`config.mk`:
```
export PLATFORM = sky130hd
export DESIGN_NAME = transitive_closure_engine_top
export DESIGN_NICKNAME = d
export VERILOG_FILES = /design/src/hdl/tce_pkg.sv /design/src/hdl/transitive_closure_engine_top.sv
export SDC_FILE = /design/constraint.sdc
export NUM_CORES = 1
export LEC_CHECK = 0
export BUFFER_PORTS_ARGS = -buffer_cell sky130_fd_sc_hd__buf_2
export CORE_MARGIN = 8
export CORE_UTILIZATION = 53
export CTS_BUF_LIST = sky130_fd_sc_hd__clkbuf_4 sky130_fd_sc_hd__clkbuf_8
export CTS_CLUSTER_SIZE = 12
export DETAILED_ROUTE_END_ITERATION = 10
export PLACE_DENSITY = 0.7
export SYNTH_ARGS = -nofsm -noshare
export SYNTH_HDL_FRONTEND = slang
export SYNTH_SLANG_ARGS = --single-unit
```
`constraint.sdc`:
```
create_clock -name i_clk -period 5.41 [get_ports i_clk]
set_clock_uncertainty 0.05 [all_clocks]
set_input_delay 1.082 -clock i_clk [delete_from_list [all_inputs] [get_ports i_clk]]
set_output_delay 1.082 -clock i_clk [all_outputs]
set_load 0.02 [all_outputs]
```
`src/hdl/tce_pkg.sv`:
```
// Shared constants and command codes of the transitive closure engine
package tce_pkg;

    localparam int MAX_VERTICES = 16;
    localparam int ROW_W        = MAX_VERTICES;
    localparam int IDX_W        = 4;
    localparam int CNT_W        = 5;
    localparam int CMD_W        = 2;

    localparam logic [CNT_W-1:0] VCOUNT_RESET = CNT_W'(16);
    localparam logic [CNT_W-1:0] VCOUNT_MAX   = CNT_W'(MAX_VERTICES);

    typedef enum logic [CMD_W-1:0] {
        CMD_ADD_EDGE = 2'd0,
        CMD_CLOSURE  = 2'd1,
        CMD_QUERY    = 2'd2
    } t_cmd;

endpackage

```
`src/hdl/transitive_closure_engine_top.sv`:
```
// Transitive closure engine: adjacency matrix in a row memory with a command sequencer
//
// The graph lives in a 16-row by 16-bit memory, one row per source vertex, read through a
// registered port and written back by a sequencer; rows never written since reset read as
// zero through per-row valid bits, so no clearing pass is needed. Every command returns one
// word. Add edge and query read the row, modify or pick the bit, then load the output
// register; a rejected or unknown command goes straight to loading the output register.
// Closure makes one pass that sets the diagonal, then for each pivot loads the pivot row and
// sweeps the rows, since the single memory read and write port handles one row per cycle.
// One command is in flight at a time; the next is taken while the previous result still
// waits in the output register.
module transitive_closure_engine_top (
    input  logic                         i_clk,
    input  logic                         i_rst_n,
    input  logic                         i_cfg_wr_en,
    input  logic [tce_pkg::CNT_W-1:0]    i_cfg_wr_data,
    input  logic                         i_in_valid,
    output logic                         o_in_ready,
    input  logic [tce_pkg::CMD_W-1:0]    i_command,
    input  logic [tce_pkg::IDX_W-1:0]    i_src_vertex,
    input  logic [tce_pkg::IDX_W-1:0]    i_dst_vertex,
    output logic                         o_out_valid,
    input  logic                         i_out_ready,
    output logic                         o_edge_present,
    output logic                         o_status
);

    typedef enum logic [2:0] {
        ST_IDLE,
        ST_ACC,
        ST_DIAG,
        ST_PIV,
        ST_ROW,
        ST_DONE
    } t_state;

    // row memory and its valid bits
    logic [tce_pkg::ROW_W-1:0] r_mem [tce_pkg::MAX_VERTICES];
    logic [tce_pkg::MAX_VERTICES-1:0] r_row_vld;
    logic [tce_pkg::ROW_W-1:0] r_rd_data;
    logic                      r_rd_vld;
    logic                      r_byp;
    logic [tce_pkg::ROW_W-1:0] r_byp_data;

    logic                      mem_rd_en;
    logic [tce_pkg::IDX_W-1:0] mem_rd_addr;
    logic                      mem_wr_en;
    logic [tce_pkg::IDX_W-1:0] mem_wr_addr;
    logic [tce_pkg::ROW_W-1:0] mem_wr_data;
    logic [tce_pkg::ROW_W-1:0] rd_row;

    // control and payload registers
    t_state                    r_state, n_state;
    logic [tce_pkg::CNT_W-1:0] r_vcount;
    logic [tce_pkg::CMD_W-1:0] r_cmd, n_cmd;
    logic [tce_pkg::IDX_W-1:0] r_src, n_src;
    logic [tce_pkg::IDX_W-1:0] r_dst, n_dst;
    logic [tce_pkg::IDX_W-1:0] r_row, n_row;
    logic [tce_pkg::IDX_W-1:0] r_piv_idx, n_piv_idx;
    logic [tce_pkg::ROW_W-1:0] r_pivot, n_pivot;
    logic                      r_res_present, n_res_present;
    logic                      r_res_status, n_res_status;
    logic                      r_out_valid, n_out_valid;
    logic                      r_edge_present, n_edge_present;
    logic                      r_status, n_status;

    logic [tce_pkg::CNT_W-1:0] n_active;
    logic [tce_pkg::CNT_W-1:0] last_idx;
    logic [tce_pkg::ROW_W-1:0] col_mask;
    logic                      in_range;
    logic                      row_last;
    logic                      piv_last;

    // effective vertex count saturates at the matrix size
    assign n_active = (r_vcount > tce_pkg::VCOUNT_MAX) ? tce_pkg::VCOUNT_MAX : r_vcount;
    assign last_idx = n_active - tce_pkg::CNT_W'(1);
    assign row_last = ({1'b0, r_row} == last_idx);
    assign piv_last = ({1'b0, r_piv_idx} == last_idx);
    assign in_range = ({1'b0, i_src_vertex} < n_active) && ({1'b0, i_dst_vertex} < n_active);

    always_comb begin
        for (int j = 0; j < tce_pkg::ROW_W; j++) begin
            col_mask[j] = (tce_pkg::CNT_W'(j) < n_active);
        end
    end

    // forward a same-cycle write, and read never-written rows as zero
    assign rd_row = r_byp ? r_byp_data : (r_rd_vld ? r_rd_data : '0);

    always_ff @(posedge i_clk) begin
        if (mem_wr_en) begin
            r_mem[mem_wr_addr] <= mem_wr_data;
        end
        if (mem_rd_en) begin
            r_rd_data  <= r_mem[mem_rd_addr];
            r_rd_vld   <= r_row_vld[mem_rd_addr];
            r_byp      <= mem_wr_en && (mem_wr_addr == mem_rd_addr);
            r_byp_data <= mem_wr_data;
        end
    end

    always_ff @(posedge i_clk) begin
        if (!i_rst_n) begin
            r_row_vld <= '0;
        end else if (mem_wr_en) begin
            r_row_vld[mem_wr_addr] <= 1'b1;
        end
    end

    always_ff @(posedge i_clk) begin
        if (!i_rst_n) begin
            r_vcount <= tce_pkg::VCOUNT_RESET;
        end else if (i_cfg_wr_en) begin
            r_vcount <= i_cfg_wr_data;
        end
    end

    always_comb begin
        n_state        = r_state;
        n_cmd          = r_cmd;
        n_src          = r_src;
        n_dst          = r_dst;
        n_row          = r_row;
        n_piv_idx      = r_piv_idx;
        n_pivot        = r_pivot;
        n_res_present  = r_res_present;
        n_res_status   = r_res_status;
        n_out_valid    = r_out_valid;
        n_edge_present = r_edge_present;
        n_status       = r_status;
        mem_rd_en      = 1'b0;
        mem_rd_addr    = '0;
        mem_wr_en      = 1'b0;
        mem_wr_addr    = '0;
        mem_wr_data    = '0;

        // drop the output word once taken
        if (r_out_valid && i_out_ready) begin
            n_out_valid = 1'b0;
        end

        unique case (r_state)
            ST_IDLE: begin
                if (i_in_valid) begin
                    n_cmd         = i_command;
                    n_src         = i_src_vertex;
                    n_dst         = i_dst_vertex;
                    n_res_present = 1'b0;
                    n_res_status  = 1'b0;
                    unique case (i_command) inside
                        tce_pkg::CMD_ADD_EDGE, tce_pkg::CMD_QUERY: begin
                            if (in_range) begin
                                mem_rd_en   = 1'b1;
                                mem_rd_addr = i_src_vertex;
                                n_state     = ST_ACC;
                            end else begin
                                n_res_status = 1'b1;
                                n_state      = ST_DONE;
                            end
                        end
                        tce_pkg::CMD_CLOSURE: begin
                            if (n_active == '0) begin
                                n_state = ST_DONE;
                            end else begin
                                mem_rd_en   = 1'b1;
                                mem_rd_addr = '0;
                                n_row       = '0;
                                n_state     = ST_DIAG;
                            end
                        end
                        default: begin
                            n_res_status = 1'b1;
                            n_state      = ST_DONE;
                        end
                    endcase
                end
            end
            ST_ACC: begin
                if (r_cmd == tce_pkg::CMD_ADD_EDGE) begin
                    mem_wr_en   = 1'b1;
                    mem_wr_addr = r_src;
                    mem_wr_data = rd_row | (tce_pkg::ROW_W'(1) << r_dst);
                end else begin
                    n_res_present = rd_row[r_dst];
                end
                n_state = ST_DONE;
            end
            ST_DIAG: begin
                // set the diagonal bit, read the next row behind it
                mem_wr_en   = 1'b1;
                mem_wr_addr = r_row;
                mem_wr_data = rd_row | (tce_pkg::ROW_W'(1) << r_row);
                mem_rd_en   = 1'b1;
                if (row_last) begin
                    n_piv_idx   = '0;
                    mem_rd_addr = '0;
                    n_state     = ST_PIV;
                end else begin
                    n_row       = r_row + tce_pkg::IDX_W'(1);
                    mem_rd_addr = n_row;
                end
            end
            ST_PIV: begin
                n_pivot     = rd_row & col_mask;
                n_row       = '0;
                mem_rd_en   = 1'b1;
                mem_rd_addr = '0;
                n_state     = ST_ROW;
            end
            ST_ROW: begin
                if (rd_row[r_piv_idx]) begin
                    mem_wr_en   = 1'b1;
                    mem_wr_addr = r_row;
                    mem_wr_data = rd_row | r_pivot;
                end
                if (row_last) begin
                    if (piv_last) begin
                        n_state = ST_DONE;
                    end else begin
                        n_piv_idx   = r_piv_idx + tce_pkg::IDX_W'(1);
                        mem_rd_en   = 1'b1;
                        mem_rd_addr = n_piv_idx;
                        n_state     = ST_PIV;
                    end
                end else begin
                    n_row       = r_row + tce_pkg::IDX_W'(1);
                    mem_rd_en   = 1'b1;
                    mem_rd_addr = n_row;
                end
            end
            ST_DONE: begin
                // hold the result until the output register is free
                if (!r_out_valid || i_out_ready) begin
                    n_out_valid    = 1'b1;
                    n_edge_present = r_res_present;
                    n_status       = r_res_status;
                    n_state        = ST_IDLE;
                end
            end
            default: begin
                n_state = ST_IDLE;
            end
        endcase
    end

    always_ff @(posedge i_clk) begin
        if (!i_rst_n) begin
            r_state     <= ST_IDLE;
            r_out_valid <= 1'b0;
        end else begin
            r_state     <= n_state;
            r_out_valid <= n_out_valid;
        end
        r_cmd          <= n_cmd;
        r_src          <= n_src;
        r_dst          <= n_dst;
        r_row          <= n_row;
        r_piv_idx      <= n_piv_idx;
        r_pivot        <= n_pivot;
        r_res_present  <= n_res_present;
        r_res_status   <= n_res_status;
        r_edge_present <= n_edge_present;
        r_status       <= n_status;
    end

    assign o_in_ready     = (r_state == ST_IDLE);
    assign o_out_valid    = r_out_valid;
    assign o_edge_present = r_edge_present;
    assign o_status       = r_status;

endmodule

```
# [Yosys cells after proc, flatten, opt, wreduce, memory -nomap -nowiden]
# Memories as Yosys holds them, arrays and structs flattened. A register that Yosys moved wholly into a read port is not among the register bits.
# Cells that the tools add are included.
[totals] reg_bits=81 latchBits=0 ramBits=256 romBits=0 inputBits=20 out_inout_bits=4 word_cells=155 n_memories=1
[memory_table] memory="r_mem" depth=16 width=16 rd=1 rd_clocked_by_memory_dff=1 write_ports=1 line="transitive_closure_engine_top.sv:38" source="logic [tce_pkg::ROW_W-1:0] r_mem [tce_pkg::MAX_VERTICES];"
[classes] n_addsub=3 mul=0 div_mod_pow=0 order_cmp=24 n_eq_ne=19 shift=2 n_mux=62 n_bitwise=5 n_reduce_logical=22
[op_table] op="16-bit two-way mux" count=4
[op_table] op="16-bit bitwise OR" count=4
[op_table] op="4-bit two-way mux" count=15
[op_table] op="16-bit case mux with 3 select lines" count=1
[op_table] op="4-bit by 5-bit < comparator with 1-bit output (first input constant)" count=8
[op_table] op="4-bit case mux with 3 select lines" count=3
[op_table] op="1-bit by 4-bit << shifter with 16-bit output (first input constant)" count=2
[op_table] op="3-bit two-way mux" count=7
[op_table] op="3-bit by 5-bit < comparator with 1-bit output (first input constant)" count=4
[op_table] op="4-bit by 5-bit < comparator with 1-bit output (second input constant)" count=4
[op_table] op="1-bit two-way mux" count=19
[op_table] op="3-bit case mux with 6 select lines" count=1
[op_table] op="16-bit bitwise AND" count=1
[op_table] op="2-bit inequality test (second input constant)" count=8
[op_table] op="1-bit binary-select mux with 4-bit select" count=3
[op_table] op="4-bit by 5-bit equality test with 1-bit output" count=2
[op_table] op="1-bit by 5-bit < comparator with 1-bit output (first input constant)" count=2
[op_table] op="2-bit by 5-bit < comparator with 1-bit output (first input constant)" count=2
[op_table] op="4-bit by 5-bit < comparator with 1-bit output" count=2
[op_table] op="4-bit by 1-bit adder with 4-bit output (second input constant)" count=2
[op_table] op="4-bit case mux with 2 select lines" count=1
[op_table] op="4-bit AND reduction" count=2
[op_table] op="3-bit by 2-bit equality test with 1-bit output (second input constant)" count=2
[op_table] op="3-bit equality test (second input constant)" count=2
[op_table] op="25 further kinds" count=36

# [Logic depth before layout (Yosys ltp)]
# Gate-level depths: netlist of run 1.
[logic_depth] ltp_word=11 ltp_mapped=14

# [Worst setup path before layout of run 1]
# No wires, ideal clock.
[synth_timing] kind="register to register" start="reg r_byp" end="mem r_mem[12][0] (netlist name), enable pin" arrival_time_ns=3.475 t_required_ns=4.948 slack_ns=1.473 stages_incl_launch_ff=11 path_buffers=3 period_less_slack_ns=3.937 cell_sequence="edfxtp_1 -> buf_2 -> nor2b_1 -> buf_4 -> buf_4 -> a22oi_1 -> mux4_2 -> a221o_1 -> nor3_1 -> o22ai_1 -> nor3_1"
[synth_between] elab_chain_cells=7
[synth_rtl] item="start, declared" line="transitive_closure_engine_top.sv:42" source="logic r_byp;"
[synth_rtl] item="start signal, assigned" line="transitive_closure_engine_top.sv:97" source="r_byp <= mem_wr_en && (mem_wr_addr == mem_rd_addr);"
[synth_rtl] item="16-bit two-way mux (*)" line="transitive_closure_engine_top.sv:88" source="assign rd_row = r_byp ? r_byp_data : (r_rd_vld ? r_rd_data : '0);"
[synth_rtl] item="1-bit binary-select mux with 4-bit select (*)" line="transitive_closure_engine_top.sv:211" source="if (rd_row[r_piv_idx]) begin"
[synth_rtl] item="1-bit two-way mux (not written as such) (*)" line="transitive_closure_engine_top.sv:211"
[synth_rtl] item="1-bit two-way mux" line="transitive_closure_engine_top.sv:211"
[synth_rtl] item="1-bit case mux with 3 select lines" line="transitive_closure_engine_top.sv:142" source="unique case (r_state)"
[synth_rtl] item="1-bit two-way mux" line="transitive_closure_engine_top.sv:91" source="if (mem_wr_en) begin"
[synth_rtl] item="1-bit two-way mux (not written as such)" line="transitive_closure_engine_top.sv:92" source="r_mem[mem_wr_addr] <= mem_wr_data;"
[synth_rtl] item="end, declared" line="transitive_closure_engine_top.sv:38"
# Mark *: on every way between the ends. The rest lies on a longest branch, timed or not. The select of a mux whose other input is x is not followed.

# [Final worst setup path of run 1]
[layout_timing] start="reg r_vcount[2] (netlist name)" end="reg r_rd_data[3] (netlist name), read port of r_mem (data pin)"
[layout_between] elab_chain_cells=8
[layout_rtl] item="start, declared" line="transitive_closure_engine_top.sv:54" source="logic [tce_pkg::CNT_W-1:0] r_vcount;"
[layout_rtl] item="start signal, assigned" line="transitive_closure_engine_top.sv:112" source="r_vcount <= tce_pkg::VCOUNT_RESET;"
[layout_rtl] item="start signal, assigned" line="transitive_closure_engine_top.sv:114" source="r_vcount <= i_cfg_wr_data;"
[layout_rtl] item="5-bit greater-than comparator" line="transitive_closure_engine_top.sv:75" source="assign n_active = (r_vcount > tce_pkg::VCOUNT_MAX) ? tce_pkg::VCOUNT_MAX : r_vcount;"
[layout_rtl] item="5-bit two-way mux (*)" line="transitive_closure_engine_top.sv:75"
[layout_rtl] item="4-bit by 5-bit < comparator with 1-bit output" line="transitive_closure_engine_top.sv:79" source="assign in_range = ({1'b0, i_src_vertex} < n_active) && ({1'b0, i_dst_vertex} < n_active);"
[layout_rtl] item="1-bit logical AND" line="transitive_closure_engine_top.sv:79"
[layout_rtl] item="1-bit two-way mux or 4-bit two-way mux (tied branches)" line="transitive_closure_engine_top.sv:152" source="if (in_range) begin"
[layout_rtl] item="1-bit case mux with 2 select lines or 4-bit two-way mux (tied branches)"
[layout_rtl] item="1-bit two-way mux or 4-bit two-way mux (tied branches)" line="transitive_closure_engine_top.sv:144" source="if (i_in_valid) begin"
[layout_rtl] item="1-bit case mux with 3 select lines or 4-bit case mux with 3 select lines (tied branches)" line="transitive_closure_engine_top.sv:142"
[layout_rtl] item="end, declared" line="transitive_closure_engine_top.sv:40" source="logic [tce_pkg::ROW_W-1:0] r_rd_data;"
# Mark *: on every way between the ends. The rest lies on a longest branch, timed or not.
# A chain may end at the register's enable or synchronous reset.

==> out/summary.txt, run 1 <==
Clk Latency, worst-skew pair: 0.61 ns
Placer Congestion: 0.906
Vias in the first global route: 9429
Die H: 186 microns
Startpoint class of the critical path: register
Worst min-delay path class: register to register
Area Growth Syn to Fin: 12.4%
Worst Hold Launch: r_res_present
CP Capture Type: register
Worst-Margin Slew: 1.16 ns
Synth Area in Compound Gates: 10.1%
Sequential standard cell area: 10300 sq um
Fmax: 0.221 GHz
Final Setup Violations: 0
Post-CTS sizing: 0
Hold-fix buffers at CTS: 0
Worst-path clk slew: 0.06 ns
R2R Setup Slk: 0.87 ns
Core area: 28600 sq um
Max FO, Critical Path: 33
Vias: 9570
Leakage: 5.89 nW
Synth Instances: 1066
Synth cell types: 68
Slew HR: 22.1%
Overall Global Routing Usage: 21.0%
DRT Wirelength: 37.5 mm
R2R Path Start: r_vcount[2]
P per Cell Area: 565 nW/um^2
Worst r2r dst: r_rd_data[3]
Initial Utilization: 53.8%
Die area: 34800 sq um
Initial antenna violation count: 0
YS warnings: 0
Post-Syn Nets: 1102
Most frequent cell after synthesis: edfxtp_1
Post-layout minimum cycle time: 4.54 ns
Area of the multi-input gates: 4700 sq um
Post-DRT Antenna Nets: 0
Worst hold stages: 0
Fin Setup TNS: 0 ns
Post-synth EDFFs: 328
Crit path from: r_vcount[2]
Crit path DAT: 4.83 ns
Grt ovf: 0
Synthesized cell area: 15400 sq um
RSZ-0062 raised after global routing: false
Synth area leader: edfxtp_1
Largest cells by area after synthesis: edfxtp_1 64%, mux2i_1 9.1%, dfxtp_1 3.3%
Max Slew Vio Count: 0
I/O Buffers: 23
Layout fillers: 2124
Share of synthesized cell area in and, or, nand and nor gates: 7.13%
Mux share of post-synthesis cell area: 10.5%
Yosys reg bits: 353
First-pass GRT wire length: 56.8 mm
Wire length per cell: 24.0 microns
Outcome: completed
DRT Pass-1 Iters: 6
Tcrit/Tclk final: 83.8%
Clock H-tree levels: 2
Post-synth top area share: 64.0%
VDD IR max: 354 uV
Largest net degree at the start of global routing: 58
Core Rows: 62
CTS sink cnt: 353
Post-synth ARST share: 0%
CTS Root Cell: clkbuf_8
Starting DRT DRC Count: 1059
Adder-Cell Fraction of Synth Area: 1.30%
Max Cap Viol: 0
IO Count: 24
Nets: 1165
Final total power: 0.00978 W
Share of layout cells above drive strength 1: 17.3%
DRC violations left: 0
Area post-placement: 16100 sq um
Setup ws final: 0.875 ns
Detailed placer's ending HPWL: 23.6 mm
DIE WIDTH: 186 microns
Synth Area in XOR/XNOR: 1.03%
Place WS: 0.824 ns
Post-synth top cells: 328 x edfxtp_1, 140 x mux2i_1, 73 x o22ai_1
# diodes: 0
Setup Fix Bufs, Post-CTS: 0
Final Hold Viols: 0
Avg Inst Size Synth: 14.4 sq um
Dominant synthesized flop cell: edfxtp_1
Fin area: 17300 sq um
CP required: 5.70 ns
Endpoint, Worst Hold: o_edge_present
Cts bufs inserted: 56
Longest Clk Path Bufs: 3
CTS tree: built
Critical path type: register to register
Vias per Instance: 6.14
Largest family of logic cells by synthesized area: multiplexers
Seq/Total Area, Yosys: 67.2%
Reg2Reg Depth: 12
metrics by stage:
step                      hold slack [ns]  instances  utilization [%]
after CTS                           0.381       1559             60.5
after floorplan                     0.350       1066                -
final                               0.381       1559             60.5
after global routing                0.391       1559             60.5
after global placement              0.356       1455             56.1
after detailed placement            0.368       1455             56.1
critical path, cell delays in order (launching register included):
cell      delay, ns
dfxtp_1        0.68
nor2b_1        0.32
inv_1          0.12
ha_1           0.30
a21oi_1        0.12
o21ai_1        0.11
a221oi_2       0.39
o21ai_1        0.27
o221ai_4       0.40
buf_4          0.55
mux2i_1        0.27
o22ai_1        0.10
or4_1          0.56
layout by cell type, fill, tap and decap left out, types with 16 or more instances in the layout:
cell type    n
inv_1       28
a21oi_1     35
buf_4       38
edfxtp_1   328
nor2b_1     18
o22ai_1     73
o21a_1      20
mux2i_1    140
clkbuf_4    19
ha_1        16
nor2_1      46
nand2_1     48
buf_2       23
o21ai_0     29
or4_1       18
dfxtp_1     25
clkbuf_8    64
worst max path at each step:
stage / endpoint / slack, ns
final: r_rd_data[3] / 0.87
after detailed placement: r_rd_data[3] / 0.82
after global routing: r_rd_data[11] / 0.61
after CTS: r_rd_data[3] / 0.95
after floorplan: r_mem[12][0] / 1.47
after global placement: r_rd_data[3] / 0.93
cells by family after synthesis:
family          Yosys count
flops                   353
compound gates          232
simple gates            213
mux                     150
buf+inv                  87
fa+ha+maj                16
xor+xnor                 15
routing by layer:
layer	GRT usage, %	part of all wire, %	up-vias
met5	0	0	-
met4	6.87	2.3	0
met3	3.54	6.4	65
met2	34.4	48	348
met1	28.2	43	4833
li1	-	-	4324
flip-flops by register name, indices dropped and copies added, names as in the netlist, 5 cells and up:
name / cells
r_row_vld: 16
r_byp_data: 16
r_vcount: 5
r_pivot: 16
r_rd_data: 16
r_mem: 256
where the power goes:
part           internal (W)  switching (W)
Clock               0.00141        0.00104
Combinational       0.00116        0.00207
Sequential          0.00381       0.000280
final cells by class:
type	count	share of cell area (%)
Sequential cell	353	59.8
Multi-Input combinational cell	626	27.2
Clock buffer	83	5.91
Tap cell	384	2.78
Timing Repair Buffer	62	2.43
Clock inverter	21	1.27
Inverter	30	0.650
Note: power is estimated with default switching activity, not from simulation.
==> run 2, diff against run 1 <==
- ABC_AREA: default -> 1
- clock period: 5.41 -> 4.7 ns (I/O delays scaled with it)
==> run 2 against run 1 <==
Combinational power is 54% higher. Cell area up 6.6%. Count of clock-buffer cells in the layout is 3 lower. Power increased by 26%. Sequential share of layout area is 3.7 points lower. First-iteration DRC count up 26%. Largest cell class unchanged. Largest power group is now combinational cells.
==> out/summary.txt, run 2 <==
Critical Path End: r_rd_data[9]
I/O Buffers: 23
Max FO, Critical Path: 21
Worst-path clk slew: 0.07 ns
Post-synth top cells: 328 x edfxtp_1, 315 x nand2_1, 299 x nand3_1
DRT Pass-1 Iters: 7
CP max stage cell: dfxtp_1
Tcrit/Tclk final: 74.3%
Avg Inst Size Synth: 10.2 sq um
P_int: 0.00725 W
Vias in the first global route: 12.0k
VDD IR max: 417 uV
CTS tree: built
DRT Wirelength: 44.5 mm
Slew HR: 35.9%
Largest Register: r_mem
Leakage: 7.47 nW
DIE WIDTH: 194 microns
Crit path DAT: 3.95 ns
CP Capture Type: register
Largest cells by area after synthesis: edfxtp_1 59%, nand3_1 8.9%, nand2_1 7.1%
Commonest cells after routing, fill and taps aside: 328 x edfxtp_1, 315 x nand2_1, 299 x nand3_1
Final total power: 0.0123 W
# diodes: 0
Critical path type: register to register
YS warnings: 0
Post-synth EDFFs: 328
Clock H-tree levels: 2
Final Setup Violations: 0
Layout fillers: 2594
Synthesized cell area: 16700 sq um
Detailed placer's ending HPWL: 26.6 mm
Core Rows: 65
Worst min-delay path class: register to register
RSZ-0062 raised after global routing: false
Startpoint class of the critical path: register
Die area: 37500 sq um
Worst-Margin Slew: 0.962 ns
Synth Instances: 1642
IO Count: 24
CP peak stage delay: 0.47 ns
R2R Setup Slk: 1.21 ns
P per Cell Area: 668 nW/um^2
R2R Path Start: r_vcount[4]
Crit path buffers/inverters: 4
Most common cell after layout, fill and taps aside: edfxtp_1
Wire length per cell: 20.8 microns
Post-CTS sizing: 0
Placer Congestion: 0.946
CP required: 5.15 ns
Dominant synthesized flop cell: edfxtp_1
Core area: 31300 sq um
Setup Fix Bufs, Post-CTS: 0
Overall Global Routing Usage: 23.5%
Clock share of power: 20.9%
Hold-fix buffers at CTS: 0
CTS Root Cell: clkbuf_8
Crit-path cells: nor2_1, inv_1, ha_1, inv_1, nand2_1, nand2_1, nand3_1, nor2_1, nand3_1, nand3_1, nand3b_2, inv_2, buf_4, nand3_1, nand3_1, nand3_1, nand2_1
Area Growth Syn to Fin: 10.2%
Cts bufs inserted: 57
Top delay family on crit path: simple AND/OR/NAND/NOR gates
Share of layout cells above drive strength 1: 11.0%
Clk Latency, worst-skew pair: 0.65 ns
Die H: 194 microns
Longest Clk Path Bufs: 3
Crit path from: r_vcount[4]
Starting DRT DRC Count: 1337
Post-layout minimum cycle time: 3.49 ns
Post-DRT Antenna Nets: 0
Initial Utilization: 53.5%
Worst r2r dst: r_rd_data[9]
Synth cell types: 36
Vias per Instance: 5.80
Vias: 12.4k
Part of the power in registers: 38.5%
Grt ovf: 0
CTS sink cnt: 353
Synth area leader: edfxtp_1
DRC violations left: 0
Sw Ratio: 41.1%
Largest net degree at the start of global routing: 121
Seq/Total Area, Yosys: 61.8%
Reg2Reg Depth: 17
Nets: 1728
Post-Syn Nets: 1678
Yosys reg bits: 353
Sw Pwr: 0.00506 W
Most frequent cell after synthesis: edfxtp_1
Post-synth top area share: 58.8%
Initial antenna violation count: 0
Final Hold Viols: 0
Most frequent CP cell: nand3_1
CP Depth: 17
Fin Setup TNS: 0 ns
Max reg flops: 256
Outcome: completed
Max Cap Viol: 0
Gate power share: 40.6%
Post-synth ARST share: 0%
Max Slew Vio Count: 0
Fmax: 0.286 GHz
First-pass GRT wire length: 69.5 mm
[run 2: power by group through the flow]
stage               sequential (W)  combinational, W  clock (W)
global placement           0.00479           0.00482          0
detailed placement         0.00480           0.00491          0
finish                     0.00474           0.00500    0.00258
floorplan                  0.00467           0.00349          0
CTS                        0.00474           0.00494    0.00262
global route               0.00479           0.00548    0.00275
[run 2: layout make-up]
type                       instances  area, sq um  area share (%)
inverter                         242          908            4.92
clock inverter                    27          133           0.719
clock buffer                      80          976            5.29
timing repair buffer              71          538            2.92
sequential                       353        10300            56.1
tap                              402          503            2.73
multi-input combinational        967         5040            27.3
[run 2: worst min path at each step]
stage                             start        endpoint  slack, ns  cells after the start
after global placement     r_res_status        o_status       0.35                      0
after global routing       r_res_status        o_status       0.40                      0
after CTS                  r_res_status        o_status       0.39                      0
after detailed placement   r_res_status        o_status       0.37                      0
after floorplan           r_res_present  o_edge_present       0.35                      0
final                      r_res_status        o_status       0.38                      0
[run 2: cell families after synthesis]
family	count (synthesis)	synth area share, %
xor+xnor	5	0.306
buf+inv	322	8.25
flops	353	61.8
fa+ha+maj	16	1.20
compound gates	133	4.72
simple gates	813	23.7
[run 2: per-layer routing]
| layer | global-route usage, % | share of wire [%] | routed length (microns) |
|---|---|---|---|
| met1 | 32.9 | 43 | 19300 |
| met3 | 4.36 | 8.7 | 3860 |
| met4 | 7.95 | 2.5 | 1100 |
| met2 | 36.6 | 45 | 20200 |
| met5 | 0 | 0 | 0 |
[run 2: stage by stage]
stage / instance area [sq um] / utilization [%] / hold slack (ns) / setup WS, ns / std cells
after floorplan: 16700 / - / 0.350 / 1.60 / 1642
after global placement: 17300 / 55.3 / 0.352 / 1.13 / 2034
after detailed placement: 17300 / 55.3 / 0.369 / 1.11 / 2034
after CTS: 18400 / 58.9 / 0.385 / 1.27 / 2141
after global routing: 18400 / 58.9 / 0.396 / 0.915 / 2142
final: 18400 / 58.9 / 0.379 / 1.21 / 2142
